<file path="config.mk">
export PLATFORM = sky130hd
export DESIGN_NAME = x86_instruction_byte_encoder_top
export DESIGN_NICKNAME = d
export VERILOG_FILES = /design/src/hdl/xibe_pkg.sv /design/src/hdl/x86_instruction_byte_encoder_top.sv /design/src/hdl/xibe_encode.sv /design/src/hdl/xibe_serial.sv
export SDC_FILE = /design/constraint.sdc
export NUM_CORES = 1
export LEC_CHECK = 0
export BUFFER_PORTS_ARGS = -buffer_cell sky130_fd_sc_hd__buf_2
export CAP_MARGIN = 0
export CORE_MARGIN = 3
export CORE_UTILIZATION = 35
export CTS_CLUSTER_DIAMETER = 150
export DETAILED_ROUTE_END_ITERATION = 8
export GPL_ROUTABILITY_DRIVEN = 0
export SLEW_MARGIN = 20
export SYNTH_ARGS = -nofsm -noshare
export SYNTH_HDL_FRONTEND = slang
export SYNTH_SLANG_ARGS = --single-unit
</file>
<file path="constraint.sdc">
create_clock -name clk -period 6.2 [get_ports clk]
set_input_delay 0.31 -clock clk [delete_from_list [all_inputs] [get_ports clk]]
set_output_delay 0.31 -clock clk [all_outputs]
set_load 0.02 [all_outputs]
</file>
<file path="src/hdl/xibe_pkg.sv">
// Package for the x86 instruction byte encoder: payload types, opcode constants
// and small lookup functions.
// Depends on nothing; every other file of the block imports it.
package xibe_pkg;

  // Input item: one resolved instruction.
  typedef struct packed {
    logic [5:0]  operation;
    logic [31:0] first_operand;
    logic [31:0] second_operand;
    logic [15:0] start_offset;
  } in_item_t;

  // Result item: one machine code byte.
  typedef struct packed {
    logic [7:0]  out_byte;
    logic [15:0] out_position;
    logic        is_last;
    logic        unknown_op;
  } out_item_t;

  localparam int unsigned MaxBytes = 6;

  // Fully encoded instruction, handed from the encoder to the serialiser.
  typedef struct packed {
    logic [MaxBytes-1:0][7:0] bytes;
    logic [2:0]               count;
    logic [15:0]              start;
    logic                     unknown;
  } enc_t;

  // Variant ids.
  localparam logic [5:0] OpPush    = 6'd0;
  localparam logic [5:0] OpPop     = 6'd1;
  localparam logic [5:0] OpMovBase = 6'd2;
  localparam logic [5:0] OpCmpBase = 6'd8;
  localparam logic [5:0] OpRet     = 6'd14;
  localparam logic [5:0] OpInt     = 6'd15;
  localparam logic [5:0] OpCall    = 6'd16;
  localparam logic [5:0] OpJmp     = 6'd17;
  localparam logic [5:0] OpJccBase = 6'd18;
  localparam logic [5:0] OpJccLast = 6'd25;
  localparam logic [5:0] OpAddBase = 6'd26;
  localparam logic [5:0] OpSubBase = 6'd32;
  localparam logic [5:0] OpMul     = 6'd38;
  localparam logic [5:0] OpDiv     = 6'd39;
  localparam logic [5:0] OpNot     = 6'd40;
  localparam logic [5:0] OpAndBase = 6'd41;
  localparam logic [5:0] OpOrBase  = 6'd47;

  // Operand forms inside each two-operand group.
  localparam logic [2:0] FormRegImm = 3'd0;
  localparam logic [2:0] FormRegReg = 3'd1;
  localparam logic [2:0] FormRegAbs = 3'd2;
  localparam logic [2:0] FormAbsReg = 3'd3;
  localparam logic [2:0] FormRegInd = 3'd4;
  localparam logic [2:0] FormIndReg = 3'd5;

  // Machine code constants.
  localparam logic [7:0] CodePush   = 8'h50;
  localparam logic [7:0] CodePop    = 8'h58;
  localparam logic [7:0] CodeMovImm = 8'hB8;
  localparam logic [7:0] CodeGrp1   = 8'h81;
  localparam logic [7:0] CodeGrp3   = 8'hF7;
  localparam logic [7:0] CodeJmp    = 8'hE9;
  localparam logic [7:0] CodeCall   = 8'hE8;
  localparam logic [7:0] CodeInt    = 8'hCD;
  localparam logic [7:0] CodeRet    = 8'hC3;
  localparam logic [7:0] ModRegReg  = 8'hC0;
  localparam logic [7:0] ModAbs     = 8'h05;

  // Register index 1..8 maps to 0..7; anything else maps to 0.
  function automatic logic [2:0] reg_code(input logic [31:0] r);
    logic ok;
    ok = (r >= 32'd1) && (r <= 32'd8);
    return ok ? 3'(r[2:0] - 3'd1) : 3'd0;
  endfunction

  // Store opcode of each two-operand group; the load opcode is two higher.
  function automatic logic [7:0] group_store(input logic [2:0] g);
    logic [7:0] code;
    unique case (g)
      3'd0:    code = 8'h89;
      3'd1:    code = 8'h39;
      3'd2:    code = 8'h01;
      3'd3:    code = 8'h29;
      3'd4:    code = 8'h21;
      default: code = 8'h09;
    endcase
    return code;
  endfunction

  // ModRM reg field extension of the 0x81 immediate form of each group.
  function automatic logic [2:0] group_ext(input logic [2:0] g);
    logic [2:0] e;
    unique case (g)
      3'd1:    e = 3'd7;
      3'd3:    e = 3'd5;
      3'd4:    e = 3'd4;
      3'd5:    e = 3'd1;
      default: e = 3'd0;
    endcase
    return e;
  endfunction

  // Short conditional jump opcodes: je jne jg jge jl jle jc jnc.
  function automatic logic [7:0] jcc_code(input logic [2:0] c);
    logic [7:0] code;
    unique case (c)
      3'd0:    code = 8'h74;
      3'd1:    code = 8'h75;
      3'd2:    code = 8'h7F;
      3'd3:    code = 8'h7D;
      3'd4:    code = 8'h7C;
      3'd5:    code = 8'h7E;
      3'd6:    code = 8'h72;
      default: code = 8'h73;
    endcase
    return code;
  endfunction

endpackage

</file>
<file path="src/hdl/x86_instruction_byte_encoder_top.sv">
// Top level of the x86 instruction byte encoder: input register, origin
// register, encoder and byte serialiser. Depends on xibe_pkg, xibe_encode, xibe_serial.
//
// The block takes one resolved instruction per input transfer and produces its
// machine code as a stream of byte transfers in memory order, multi-byte values
// little-endian, each byte tagged with its output position (start_offset plus
// byte number, wrapping at 16 bits), an is_last flag on the final byte and an
// unknown_op flag for variant ids that have no encoding (these give a single
// zero byte). An instruction occupies the output for as many transfers as it
// has bytes, from one for push, pop, ret or an unknown id up to six for the
// immediate and absolute-address forms; with the output always ready the block
// sends the instructions with no gaps between them. An instruction is held in
// the input register, then the encoder output is loaded into the result buffer,
// which offers the first byte. The input register accepts the next instruction
// while the previous one is still being sent. Relative displacements for call,
// jmp and the short conditional jumps are taken against origin + start_offset +
// instruction length; the origin register resets to 0x20000 and is written
// through the configuration channel, which is always ready and must only be
// used while the block is idle.
module x86_instruction_byte_encoder_top (
  input  logic                clk,
  input  logic                rst,
  input  logic                cfg_valid,
  output logic                cfg_ready,
  input  logic [31:0]         cfg_data,
  input  logic                in_valid,
  output logic                in_ready,
  input  xibe_pkg::in_item_t  in_data,
  output logic                out_valid,
  input  logic                out_ready,
  output xibe_pkg::out_item_t out_data
);
  import xibe_pkg::*;

  logic [31:0] origin;
  logic        inq_valid;
  in_item_t    inq;
  enc_t        enc;
  logic        load;

  // The origin register takes every configuration transfer at once.
  assign cfg_ready = 1'b1;

  always_ff @(posedge clk) begin
    if (rst) begin
      origin <= 32'h0002_0000;
    end else if (cfg_valid) begin
      origin <= cfg_data;
    end
  end

  // The input register is free when empty or when its contents move on to the
  // result buffer in this cycle.
  assign in_ready = !inq_valid || load;

  always_ff @(posedge clk) begin
    if (rst) begin
      inq_valid <= 1'b0;
    end else if (in_ready) begin
      inq_valid <= in_valid;
    end
  end

  always_ff @(posedge clk) begin
    if (in_valid && in_ready) begin
      inq <= in_data;
    end
  end

  xibe_encode u_encode (
    .item   (inq),
    .origin (origin),
    .enc    (enc)
  );

  xibe_serial u_serial (
    .clk       (clk),
    .rst       (rst),
    .enc_valid (inq_valid),
    .enc       (enc),
    .load      (load),
    .out_valid (out_valid),
    .out_ready (out_ready),
    .out_data  (out_data)
  );

`ifndef SYNTH
  // An unknown variant id gives exactly one zero byte.
  a_unknown_single: assert property (@(posedge clk) disable iff (rst)
    out_valid && out_data.unknown_op |-> out_data.is_last && out_data.out_byte == 8'd0)
    else $error("unknown operation not sent as a single zero byte");

  // Bytes of one instruction follow each other at consecutive positions.
  a_next_position: assert property (@(posedge clk) disable iff (rst)
    out_valid && out_ready && !out_data.is_last |=>
      out_valid && out_data.out_position == 16'($past(out_data.out_position) + 16'd1))
    else $error("instruction bytes not sent at consecutive positions");

  // A held instruction stays in the input register until the buffer takes it.
  a_input_held: assert property (@(posedge clk) disable iff (rst)
    inq_valid && !load |=> inq_valid && $stable(inq))
    else $error("input register lost an instruction");
`endif

endmodule

</file>
<file path="src/hdl/xibe_encode.sv">
// Combinational instruction encoder: turns one registered instruction into its
// machine code bytes and byte count. Depends on xibe_pkg.
module xibe_encode (
  input  xibe_pkg::in_item_t item,
  input  logic [31:0]        origin,
  output xibe_pkg::enc_t     enc
);
  import xibe_pkg::*;

  logic [2:0]  ra;
  logic [2:0]  rb;
  logic [31:0] base;
  logic [31:0] rel32;
  logic [7:0]  rel8;
  logic        in_group;
  logic [2:0]  grp;
  logic [5:0]  grp_base;
  logic [2:0]  form;
  logic [7:0]  st;
  logic [7:0]  ld;
  logic [5:0]  op;
  logic [5:0]  jcc_idx;

  assign op = item.operation;
  assign ra = reg_code(item.first_operand);
  assign rb = reg_code(item.second_operand);

  // Target minus the address of this instruction; the length is taken off below.
  assign base  = item.first_operand - origin - {16'd0, item.start_offset};
  assign rel32 = base - 32'd5;
  assign rel8  = 8'(base[7:0] - 8'd2);
  assign jcc_idx = op - OpJccBase;

  always_comb begin
    in_group = 1'b1;
    grp      = 3'd0;
    grp_base = OpMovBase;
    if (op >= OpMovBase && op < OpMovBase + 6'd6) begin
      grp = 3'd0; grp_base = OpMovBase;
    end else if (op >= OpCmpBase && op < OpCmpBase + 6'd6) begin
      grp = 3'd1; grp_base = OpCmpBase;
    end else if (op >= OpAddBase && op < OpAddBase + 6'd6) begin
      grp = 3'd2; grp_base = OpAddBase;
    end else if (op >= OpSubBase && op < OpSubBase + 6'd6) begin
      grp = 3'd3; grp_base = OpSubBase;
    end else if (op >= OpAndBase && op < OpAndBase + 6'd6) begin
      grp = 3'd4; grp_base = OpAndBase;
    end else if (op >= OpOrBase && op < OpOrBase + 6'd6) begin
      grp = 3'd5; grp_base = OpOrBase;
    end else begin
      in_group = 1'b0;
    end
  end

  assign form = 3'(op - grp_base);
  assign st   = group_store(grp);
  assign ld   = 8'(st + 8'd2);

  always_comb begin
    enc.bytes   = '0;
    enc.count   = 3'd0;
    enc.start   = item.start_offset;
    enc.unknown = 1'b0;
    priority if (op == OpPush || op == OpPop) begin
      enc.bytes[0] = 8'(((op == OpPush) ? CodePush : CodePop) + {5'd0, ra});
      enc.count    = 3'd1;
    end else if (op == OpRet) begin
      enc.bytes[0] = CodeRet;
      enc.count    = 3'd1;
    end else if (op == OpInt) begin
      enc.bytes[0] = CodeInt;
      enc.bytes[1] = item.first_operand[7:0];
      enc.count    = 3'd2;
    end else if (op == OpCall || op == OpJmp) begin
      enc.bytes[0]   = (op == OpCall) ? CodeCall : CodeJmp;
      enc.bytes[4:1] = rel32;
      enc.count      = 3'd5;
    end else if (op >= OpJccBase && op <= OpJccLast) begin
      enc.bytes[0] = jcc_code(jcc_idx[2:0]);
      enc.bytes[1] = rel8;
      enc.count    = 3'd2;
    end else if (op == OpMul || op == OpDiv || op == OpNot) begin
      enc.bytes[0] = CodeGrp3;
      enc.bytes[1] = ModRegReg | {2'b00,
                     (op == OpMul) ? 3'd4 : ((op == OpDiv) ? 3'd6 : 3'd2), ra};
      enc.count    = 3'd2;
    end else if (in_group) begin
      unique case (form)
        FormRegImm: begin
          if (grp == 3'd0) begin
            enc.bytes[0]   = 8'(CodeMovImm + {5'd0, ra});
            enc.bytes[4:1] = item.second_operand;
            enc.count      = 3'd5;
          end else begin
            enc.bytes[0]   = CodeGrp1;
            enc.bytes[1]   = ModRegReg | {2'b00, group_ext(grp), ra};
            enc.bytes[5:2] = item.second_operand;
            enc.count      = 3'd6;
          end
        end
        FormRegReg: begin
          enc.bytes[0] = st;
          enc.bytes[1] = ModRegReg | {2'b00, rb, ra};
          enc.count    = 3'd2;
        end
        FormRegAbs: begin
          enc.bytes[0]   = ld;
          enc.bytes[1]   = ModAbs | {2'b00, ra, 3'b000};
          enc.bytes[5:2] = item.second_operand;
          enc.count      = 3'd6;
        end
        FormAbsReg: begin
          enc.bytes[0]   = st;
          enc.bytes[1]   = ModAbs | {2'b00, rb, 3'b000};
          enc.bytes[5:2] = item.first_operand;
          enc.count      = 3'd6;
        end
        FormRegInd: begin
          enc.bytes[0] = ld;
          enc.bytes[1] = {2'b00, ra, rb};
          enc.count    = 3'd2;
        end
        default: begin
          enc.bytes[0] = st;
          enc.bytes[1] = {2'b00, rb, ra};
          enc.count    = 3'd2;
        end
      endcase
    end else begin
      // No encoding: a single zero byte flagged as unknown.
      enc.count   = 3'd1;
      enc.unknown = 1'b1;
    end
  end

endmodule

</file>
<file path="src/hdl/xibe_serial.sv">
// Result buffer and byte serialiser: holds one encoded instruction and hands its
// bytes out one transfer at a time. Depends on xibe_pkg.
module xibe_serial (
  input  logic                clk,
  input  logic                rst,
  input  logic                enc_valid,
  input  xibe_pkg::enc_t      enc,
  output logic                load,
  output logic                out_valid,
  input  logic                out_ready,
  output xibe_pkg::out_item_t out_data
);
  import xibe_pkg::*;

  logic       held;
  enc_t       hold;
  logic [2:0] idx;
  logic [2:0] idx_next;
  logic       last_byte;

  assign last_byte = (idx == 3'(hold.count - 3'd1));
  assign load      = enc_valid && (!held || (out_ready && last_byte));
  assign idx_next  = 3'(idx + 3'd1);

  always_ff @(posedge clk) begin
    if (rst) begin
      held <= 1'b0;
      idx  <= 3'd0;
    end else if (load) begin
      held <= 1'b1;
      idx  <= 3'd0;
    end else if (held && out_ready) begin
      if (last_byte) begin
        held <= 1'b0;
        idx  <= 3'd0;
      end else begin
        idx <= idx_next;
      end
    end
  end

  always_ff @(posedge clk) begin
    if (load) begin
      hold <= enc;
    end
  end

  assign out_valid             = held;
  assign out_data.out_byte     = (idx < 3'(MaxBytes)) ? hold.bytes[idx] : 8'd0;
  assign out_data.out_position = 16'(hold.start + {13'd0, idx});
  assign out_data.is_last      = last_byte;
  assign out_data.unknown_op   = hold.unknown;

endmodule

</file>
==> results of run 1 <==
## logic make-up after synthesis
group	after synthesis
AOI/OAI and AO/OA	306
xor gates and xnor gates	75
buffers and inverters	167
DFF	191
muxes	55
adders and majority gates	85
and+or+nand+nor	351
other	1
## layout make-up
class                      count  area [sq um]  area share
multi-input combinational    873          6520       0.454
clock buffer                  17           425      0.0297
sequential                   191          5370       0.374
clock inverter                15           213      0.0148
inverter                     112           420      0.0293
tap                          455           569      0.0397
timing repair buffer         160           828      0.0578
## Yosys cell counts, types with 7 or more instances
master	count
nor2_1	123
and3_1	9
nand2b_1	10
nor2b_1	10
nand4_1	12
clkbuf_1	34
a222oi_1	24
and2_1	11
dfxtp_1	37
nor3b_1	7
a211oi_1	7
o211ai_1	16
edfxtp_1	154
buf_2	11
a22oi_1	10
nand2_1	75
nor3_1	21
ha_1	67
o22ai_1	30
nand3_1	18
mux2i_1	47
xnor2_1	47
xor2_1	27
fa_1	18
a31oi_1	16
a21o_1	12
inv_1	110
o21ai_0	53
mux4_2	8
nor4_1	23
a21oi_1	57
o31ai_1	7
## state kept, by name, summed over array words and instances, names as in the netlist
| signal | count |
|---|---|
| origin | 32 |
| u_serial.hold | 67 |
| inq | 86 |
| inq_valid | 1 |
| u_serial.out_valid | 1 |
| u_serial.idx | 3 |
| u_serial.out_data | 1 |
## routing by layer
metal  up-vias  GRT usage  wire (um)
met5         -          0          0
met4         0     0.0536        864
met3        44     0.0295       2380
met2       401      0.311      17500
met1      4818      0.266      16300
li1       4820          -          -
## power breakdown
part	internal (mW)	switching [mW]	total, mW
Combinational	0.490	0.808	1.30
Clock	0.593	0.584	1.18
Sequential	1.48	0.0754	1.55
## worst paths after layout
kind,cells after the start,end,slack [ns],from
worst max-delay path,13,u_serial.hold[30],1.63,inq[81]
worst min-delay path,1,inq[67],0.02,in_data[67]
worst max register to register,13,u_serial.hold[30],1.63,inq[81]
worst min register to register,0,u_serial.hold[16],0.45,inq[15]
## metrics by stage
step / setup WS, ns / hold slack, ns
after floorplan: 0.899 / 0.409
after global placement: 1.53 / 0.432
after detailed placement: 1.73 / 0.439
after CTS: 1.71 / 0.00202
after global routing: 1.31 / 0.000929
final: 1.63 / 0.0244
## worst max-delay path, delay by kind of cell (launching register included)
family	cells	cell delay, ns
mux	1	0.13
compound gates	4	1.12
simple gates	6	1.46
fa+ha+maj	1	0.68
buf+inv	1	0.23
flops	1	0.66
==> run_results.csv, run 1 <==
group,metric,value,unit
timing,final.setup.tns,0,ns
setup_path,crit_slowest_cell,"fa_1",
pwr,p_leak,5.60,nW
layout,fin_cells,1823,
setup_path,start_kind,"flip-flop",
grt,grt_max_degree,64,
floorplan,chipWidth,195,um
synthesis,synth_compound_area_frac,0.173,
layout,fin_area,14300,sq um
timing,fmax,219,MHz
synthesis,synth-xor-area-share,0.0531,
hold_path,hp-class,"in -> reg",
setup_path,crit_type,"reg -> reg",
synthesis,async_flop_share,0,
placed_design,dp.cells,1790,
synthesis,synth_mux_area_frac,0.0520,
layout,fin_nets,1563,
synthesis,synth_top_cell_by_area,"edfxtp_1",
grt,grt_overflow,0,
synthesis,synthAdderAreaFrac,0.0957,
placed_design,post_dp_cell_area,13700,sq um
setup_path,path_common_cell,"nor2_1",
route,vias,10100,
layout,antenna_cells,0,
placed_design,portBuffers,150,
layout,fillers,3457,
placed_design,dpl.hpwl,28600,um
timing,rsz0062_at_grt,"false",
route,drt.antenna.violating_nets,0,
synthesis,ys_types,94,
timing,worst_pin_slew,1.04,ns
clock_tree,cts_tree,"built",
clock_tree,cts-buffers-inserted,17,
synthesis,synth_top_area_share,0.369,
grt,grt_pass1_wl,56800,um
floorplan,die-area,38100,sq um
clock_tree,cts_buffer_depth,2,
setup_path,endpoint_kind,"flip-flop",
grt,grt_pass1_vias,9688,
clock_tree,cts_hold_buf,0,
floorplan,num_rows,68,
synthesis,avgSynthCellArea,10.2,sq um
clock_tree,root_buffer,"clkbuf_16",
layout,drive_above_1_share,0.176,
timing,hold_viol,0,
timing,setup_viol,0,
clock_tree,clock-sinks,191,
synthesis,syn-instance-count,1231,
floorplan,die_h,195,um
layout,final_common_cell,"edfxtp_1",
setup_path,critPathMaxFanout,31,
outcome,outcome,"finished clean",
layout,final_cell_mix,"edfxtp_1, buf_2, nor2_1, inv_1, nand2_1",
timing,slew_viol_final,0,
timing,fin_skew,0.0170,ns
floorplan,num_io_pins,152,
synthesis,syn-num-nets,1439,
synthesis,ys_seq_area_frac,0.429,
route,wl_per_cell,20.3,um
grt,antenna_found_initial,0,
flow_run,drv_cap,0,
clock_tree,postCtsSetupBuffers,0,
synthesis,synth_top_flop_cell,"edfxtp_1",
synthesis,syn_area,12500,sq um
pwr,peakVddDrop,0.205,mV
layout,area_delta_synth_final,14.5,%
synthesis,synth-simple-area-share,0.144,
synthesis,synth_top_family_by_area,"compound AO/OA/AOI/OAI gates",
route,post_drt_via_cell_ratio,5.53,
clock_tree,clock_latency,0.46,ns
pwr,power_density,281,nW/um^2
setup_path,cp.arrival,4.74,ns
synthesis,synth_area_leaders,"edfxtp_1, ha_1, dfxtp_1",
setup_path,worstPathCellList,"inv_1 -> nor2_1 -> nand2_1 -> nand4_1 -> o31a_1 -> fa_1 -> and2_1 -> and3_2 -> a21oi_1 -> a2bb2oi_1 -> mux2i_1 -> a221oi_1 -> nor2_1",
pwr,total_power,4.03,mW
clock_tree,ctsHtreeMaxLevel,4,
clock_tree,postCtsResizedCells,0,
route,post-route-drc-count,0,
route,wl,37000,um
floorplan,core,34900,sq um
route,dr.first_iter.drc_count,1264,
timing,post-route-min-period,4.57,ns
synthesis,synth-edff-count,154,
floorplan,start_util,0.359,
clock_tree,clk_pin_slew_worst_paths,0.08,ns
route,first_pass_iters,7,
timing,fin_crit_sh,0.738,
layout,postLayoutCoreUtil,0.411,
synthesis,synth-seq-cells,191,
synthesis,ys_warn_count,0,
setup_path,max_stage_delay,0.68,ns
grt,grt_usage,0.191,
timing,slew_headroom,0.303,
setup_path,cp_data_required_time,6.37,ns
Power figures use the tool's default switching activity.
==> run 2, diff against run 1 <==
- ABC_AREA: unset -> 1
- clock period: 6.2 -> 3.7 ns (I/O delays scaled with it)
==> run 2 against run 1 <==
Net effect: register-to-register slack worse by 1.4 ns; area after synthesis increased by 9.7%; fmax up 32%; die area is 9.4% higher; combinational power up 130%; final cell count increased by 48%; first-iteration DRC count up 3.5%; clock skew fell by 0.0028 ns; clock-buffer cell count grew 1; critical path depth up 6; critical endpoint is now u_serial.hold[66].
==> run_results.csv, run 2 <==
group,metric,value,unit
route,first_pass_iters,6,
timing,post-route-min-period,3.47,ns
synthesis,ys_types,52,
route,wl,45100,um
grt,antenna_found_initial,1,
hold_path,hp-class,"in -> reg",
setup_path,cp_data_required_time,3.99,ns
route,post-route-drc-count,0,
layout,antenna_cells,0,
synthesis,syn-num-nets,2091,
layout,drive_above_1_share,0.141,
synthesis,synth-edff-count,154,
timing,fin_crit_sh,0.937,
floorplan,core,38200,sq um
setup_path,crit_type,"reg -> reg",
floorplan,chipWidth,204,um
synthesis,syn-instance-count,1883,
layout,fin_nets,2378,
clock_tree,cts_buffer_depth,2,
clock_tree,clk_pin_slew_worst_paths,0.08,ns
clock_tree,cts-buffers-inserted,17,
grt,grt_usage,0.216,
placed_design,dpl.hpwl,35700,um
setup_path,cp.arrival,3.76,ns
synthesis,synth_top_cell_by_area,"edfxtp_1",
timing,hold_viol,0,
timing,fmax,288,MHz
setup_path,max_stage_delay,0.49,ns
floorplan,num_io_pins,152,
clock_tree,ctsHtreeMaxLevel,4,
grt,grt_overflow,0,
synthesis,syn_area,13700,sq um
pwr,p_leak,8.07,nW
layout,final_common_cell,"nand2_1",
layout,largestRegisters,"inq: 86 flops, u_serial.hold: 67 flops, origin: 32 flops",
setup_path,critPathMaxFanout,22,
setup_path,path_common_cell,"nand2_1",
layout,fillers,3914,
grt,grt_pass1_vias,12900,
synthesis,async_flop_share,0,
floorplan,die_h,204,um
layout,area_delta_synth_final,25.2,%
route,post_drt_via_cell_ratio,4.99,
timing,worst_pin_slew,0.986,ns
synthesis,synth_commonest_cells,"nand2_1, inv_1, nor2_1",
clock_tree,cts_tree,"built",
route,dr.first_iter.drc_count,1308,
hold_path,hp-start,"cfg_data[14]",
timing,slew_headroom,0.338,
synthesis,avgSynthCellArea,7.29,sq um
flow_run,drv_cap,0,
layout,seq_area,5370,sq um
clock_tree,root_buffer,"clkbuf_16",
timing,fin_skew,0.0142,ns
route,wl_per_cell,16.7,um
setup_path,r2r_start,"inq[82]",
pwr,peakVddDrop,0.348,mV
floorplan,die-area,41700,sq um
setup_path,cp-startpoint,"inq[82]",
grt,grt_max_degree,70,
timing,slew_viol_final,0,
grt,grt_pass1_wl,69900,um
setup_path,crit_slowest_cell,"edfxtp_1",
synthesis,ys_seq_area_frac,0.391,
layout,fin_cells,2694,
placed_design,dp.cells,2556,
pwr,power_density,438,nW/um^2
floorplan,start_util,0.360,
setup_path,rrSetupSlack,0.23,ns
floorplan,num_rows,71,
synthesis,synth-seq-cells,191,
synthesis,ys_warn_count,0,
placed_design,portBuffers,150,
setup_path,worstPathCellList,"nand2_1 -> nor2_1 -> nand2_1 -> nand2_1 -> inv_1 -> o21ai_2 -> nand2_2 -> ha_1 -> fa_2 -> xnor2_1 -> inv_1 -> nand2_1 -> nand2_4 -> nor2_4 -> inv_2 -> a211oi_4 -> buf_12 -> inv_2 -> a21oi_1",
layout,final_cell_mix,"nand2_1, inv_1, nor2_1, edfxtp_1, buf_2",
setup_path,start_kind,"flip-flop",
layout,top_register,"inq",
layout,largest_register_ffs,86,
synthesis,synth_area_leaders,"edfxtp_1, nand2_1, inv_1",
clock_tree,clock-sinks,191,
route,drt.antenna.violating_nets,0,
clock_tree,clock_latency,0.46,ns
synthesis,synth_top_flop_cell,"edfxtp_1",
route,vias,13400,
timing,setup_viol,0,
setup_path,endpoint_kind,"flip-flop",
synthesis,synth.most_common_cell,"nand2_1",
synthesis,synth_top_area_share,0.337,
pwr,total_power,7.52,mW
layout,multi_input_area,7070,sq um
outcome,outcome,"finished clean",
-- run 2: layer usage --
metal / global-route usage / vias to the layer above / wire length, um / part of all wire
met1: 0.285 / 6171 / 19300 / 0.43
li1: - / 6658 / - / -
met3: 0.0331 / 79 / 2990 / 0.066
met2: 0.362 / 541 / 21400 / 0.47
met4: 0.0754 / 0 / 1410 / 0.031
met5: 0 / - / 0 / 0
-- run 2: final timing paths --
check	cells past startpoint	endpoint
setup reg to reg	19	u_serial.hold[66]
hold reg to reg	0	u_serial.hold[6]
hold / removal	3	origin[14]
setup / recovery	19	u_serial.hold[66]
-- run 2: report_power, final --
part,switching (mW),internal [mW]
clock network,0.911,1.02
logic,1.94,1.06
registers,0.0834,2.51
total,2.94,4.59
-- run 2: repair_timing --
| item | in CTS | in global routing |
|---|---|---|
| hold endpoints to repair | 105 | 0 |
| endpoints found under the setup margin | 0 | 44 |
| hold buffers | 104 | 0 |
| buffers inserted | 0 | 2 |
| resized for setup | 0 | 30 |
-- run 2: cell families (layout without fill, tap and decap cells) --
family	after synthesis	in the layout	synth area share
AO/OA/AOI/OAI	227	227	0.0961
XOR/XNOR	35	35	0.0229
adder cells (fa/ha/maj)	85	85	0.0873
buffers and inverters	376	676	0.106
flip-flops	191	191	0.391
other	1	1	0.000273
AND/OR/NAND/NOR	968	968	0.297
-- run 2: final cells by class --
cell class,instances,area share
clock buffers,18,0.0250
multi-input cells,1316,0.411
inverters,336,0.0734
flip-flops and latches,191,0.312
well taps,511,0.0372
repair buffers,308,0.131
clock inverters,14,0.0102
-- run 2: worst max-delay path, delay by kind of cell (launching register included) --
kind	cells	cell delay [ns]
AOI/OAI and AO/OA	3	0.55
xor gates and xnor gates	1	0.17
adders and majority gates	2	0.55
buffers and inverters	5	0.54
DFF	1	0.49
and+or+nand+nor	8	0.97
-- run 2: per-stage QoR --
stage	cell area, sq um	util	setup slack, ns	hold WS [ns]	TNS, ns
2_1_floorplan	13700	-	0.00349	0.254	0
3_3_place_gp	15400	0.403	0.0313	0.361	0
3_5_place_dp	15400	0.403	0.0582	0.363	0
4_1_cts	17000	0.446	0.00581	0.00319	0
5_1_grt	17200	0.450	-0.00516	0.0259	-0.00648
6_report	17200	0.450	0.232	0.0245	0
==> run 3, diff against run 2 <==
- clock period: 3.7 -> 3.2 ns (I/O delays scaled with it)
==> run 3 against run 2 <==
Net effect: final cell count is 8.0% higher; the flow now finishes with violations (negative setup slack); die area stayed put; utilization grew 7.4 points; critical path type unchanged; hold slack worse by 0.012 ns; critical path depth up 1; setup slack got worse by 0.33 ns; clock skew rose by 0.00072 ns; register-to-register slack lost 0.33 ns; sequential share of layout area shrank 4.4 points; design area up 16%; clock power up 11%.
==> run_results.csv, run 3 (synthesis gave the netlist of run 2 again) <==
group,metric,value,unit
layout,fin_area,20000,sq um
placed_design,pre_cts_ws,-0.395,ns
timing,hold_viol,0,
layout,top_register,"inq",
hold_path,hp-start,"cfg_data[13]",
timing,worst_pin_slew,1.07,ns
layout,drive_above_1_share,0.315,
hold_path,min_to,"origin[13]",
route,wl,48800,um
pwr,p_leak,9.33,nW
setup_path,r2r_end,"u_serial.hold[56]",
setup_path,worstRegToRegCells,20,
clock_tree,root_buffer,"clkbuf_16",
route,first_pass_iters,5,
placed_design,dp.cells,2714,
clock_tree,clock-sinks,191,
layout,fin_cells,2910,
grt,grt_overflow,0,
setup_path,cp.arrival,3.63,ns
setup_path,endpoint_kind,"flip-flop",
setup_path,worstPathCellList,"nand2_2 -> nor2_4 -> nand2_2 -> nand2_4 -> inv_2 -> o21ai_4 -> nand2_4 -> ha_4 -> fa_2 -> xnor2_2 -> inv_1 -> nand2_2 -> nand2_4 -> nor2_4 -> inv_2 -> a211oi_4 -> buf_12 -> buf_8 -> nand2_2 -> nand2_1",
grt,grt_pass1_wl,74400,um
floorplan,num_io_pins,152,
pwr,power_density,512,nW/um^2
setup_path,cp_num_buf_inv,5,
pwr,p_switching,4.09,mW
clock_tree,cts_tree,"built",
timing,setup_viol,36,
floorplan,start_util,0.360,
timing,post-route-min-period,3.29,ns
pwr,peakVddDrop,0.506,mV
clock_tree,clock_latency,0.47,ns
pwr,p_int,6.17,mW
placed_design,post_dp_cell_area,16600,sq um
grt,antenna_found_initial,0,
route,vias,14500,
layout,fin_nets,2594,
timing,setup_slack,-0.0940,ns
route,post_drt_via_cell_ratio,5.00,
pwr,seqPwrFrac,0.292,
floorplan,die-area,41700,sq um
placed_design,dpl.hpwl,37100,um
route,post-route-drc-count,0,
layout,area_delta_synth_final,45.8,%
floorplan,num_rows,71,
route,wl_per_cell,16.8,um
flow_run,drv_cap,0,
grt,grt_usage,0.228,
timing,slew_headroom,0.284,
setup_path,crit_slowest_cell,"edfxtp_1",
clock_tree,cts_buffer_depth,2,
grt,grt_pass1_vias,14000,
layout,final_common_cell,"nand2_1",
timing,slew_viol_final,0,
layout,largestRegisters,"inq: 86 flops, u_serial.hold: 67 flops, origin: 32 flops",
pwr,pwr-share-clk,0.211,
placed_design,portBuffers,150,
clock_tree,clk_pin_slew_worst_paths,0.08,ns
hold_path,hp-class,"in -> reg",
setup_path,path_delay_family,"simple AND/OR/NAND/NOR gates",
floorplan,core,38200,sq um
pwr,netSwitchingFraction,0.398,
clock_tree,cts-buffers-inserted,17,
timing,final.setup.tns,-1.77,ns
setup_path,max_stage_delay,0.47,ns
clock_tree,ctsHtreeMaxLevel,4,
timing,fin_skew,0.0149,ns
hold_path,whs_path_depth,3,
pwr,combPwrFrac,0.497,
layout,antenna_cells,0,
route,drt.antenna.violating_nets,0,
setup_path,crit_type,"reg -> reg",
outcome,outcome,"finished with violations",
floorplan,die_h,204,um
setup_path,start_kind,"flip-flop",
timing,rsz0062_at_grt,"true",
grt,grt_max_degree,41,
outcome,violations,"negative setup slack",
setup_path,critPathMaxFanout,6,
setup_path,path_common_cell,"nand2_2",
setup_path,r2r_start,"inq[83]",
setup_path,cp_data_required_time,3.54,ns
route,dr.first_iter.drc_count,1215,
layout,final_cell_mix,"nand2_1, inv_1, buf_4, edfxtp_1, nor2_1",
timing,fin_crit_sh,1.03,
setup_path,rrSetupSlack,-0.09,ns
floorplan,chipWidth,204,um
layout,largest_register_ffs,86,
timing,fmax,304,MHz
## run 3: worst max-delay path by stage
stage | start | endpoint | slack, ns | cells after the start
6_report | inq[83] | u_serial.hold[56] | -0.09 | 20
5_1_grt | inq[85] | u_serial.hold[56] | -0.26 | 18
4_1_cts | inq[83] | u_serial.hold[53] | -0.05 | 19
3_5_place_dp | inq[50] | u_serial.hold[43] | -0.39 | 17
3_3_place_gp | inq[56] | u_serial.hold[43] | -0.31 | 16
2_1_floorplan | inq[48] | u_serial.hold[43] | 0.004 | 16
## run 3: what timing repair did
action,CTS,global route
buffers inserted,22,28
setup endpoints to repair,50,52
cloned,2,0
hold endpoints to repair,113,0
resized for setup,149,197
hold buffers,112,0
pin swaps,44,95
## run 3: worst register-to-register path, delay by kind of cell (launching register included)
family / cells / cell delay (ns)
AOI/OAI and AO/OA: 2 / 0.43
xor gates and xnor gates: 1 / 0.18
adders and majority gates: 2 / 0.57
buffers and inverters: 5 / 0.53
DFF: 1 / 0.47
and+or+nand+nor: 10 / 0.97
## run 3: cell type report
class | instances | area, sq um
repair buffers | 524 | 4020
multi-input cells | 1316 | 8120
clock inverters | 15 | 166
clock buffers | 17 | 425
fillers | 3682 | 18200
flip-flops and latches | 191 | 5370
inverters | 336 | 1280
well taps | 511 | 639
## run 3: power by group through the flow
stage	clock (mW)	sequential [mW]	combinational, mW
floorplan	0	3.02	2.24
global placement	0	3.05	3.93
detailed placement	0	3.05	3.96
CTS	2.22	3.00	4.54
global route	2.30	3.01	5.54
finish	2.16	3.00	5.10
## run 3: per-stage QoR
step | total power [mW] | hold WS, ns | utilization
3_3_place_gp | 6.97 | 0.337 | 0.436
3_5_place_dp | 7.01 | 0.338 | 0.436
4_1_cts | 9.76 | 0.000304 | 0.501
5_1_grt | 10.9 | 0.0335 | 0.524
6_report | 10.3 | 0.0125 | 0.524
2_1_floorplan | 5.25 | 0.229 | -
## run 3: layer usage
metal	up-vias	GRT usage	routed length [um]
li1	7100	-	-
met4	0	0.0843	1750
met5	-	0	0
met1	6770	0.296	20200
met2	568	0.388	23500
met3	99	0.0338	3370
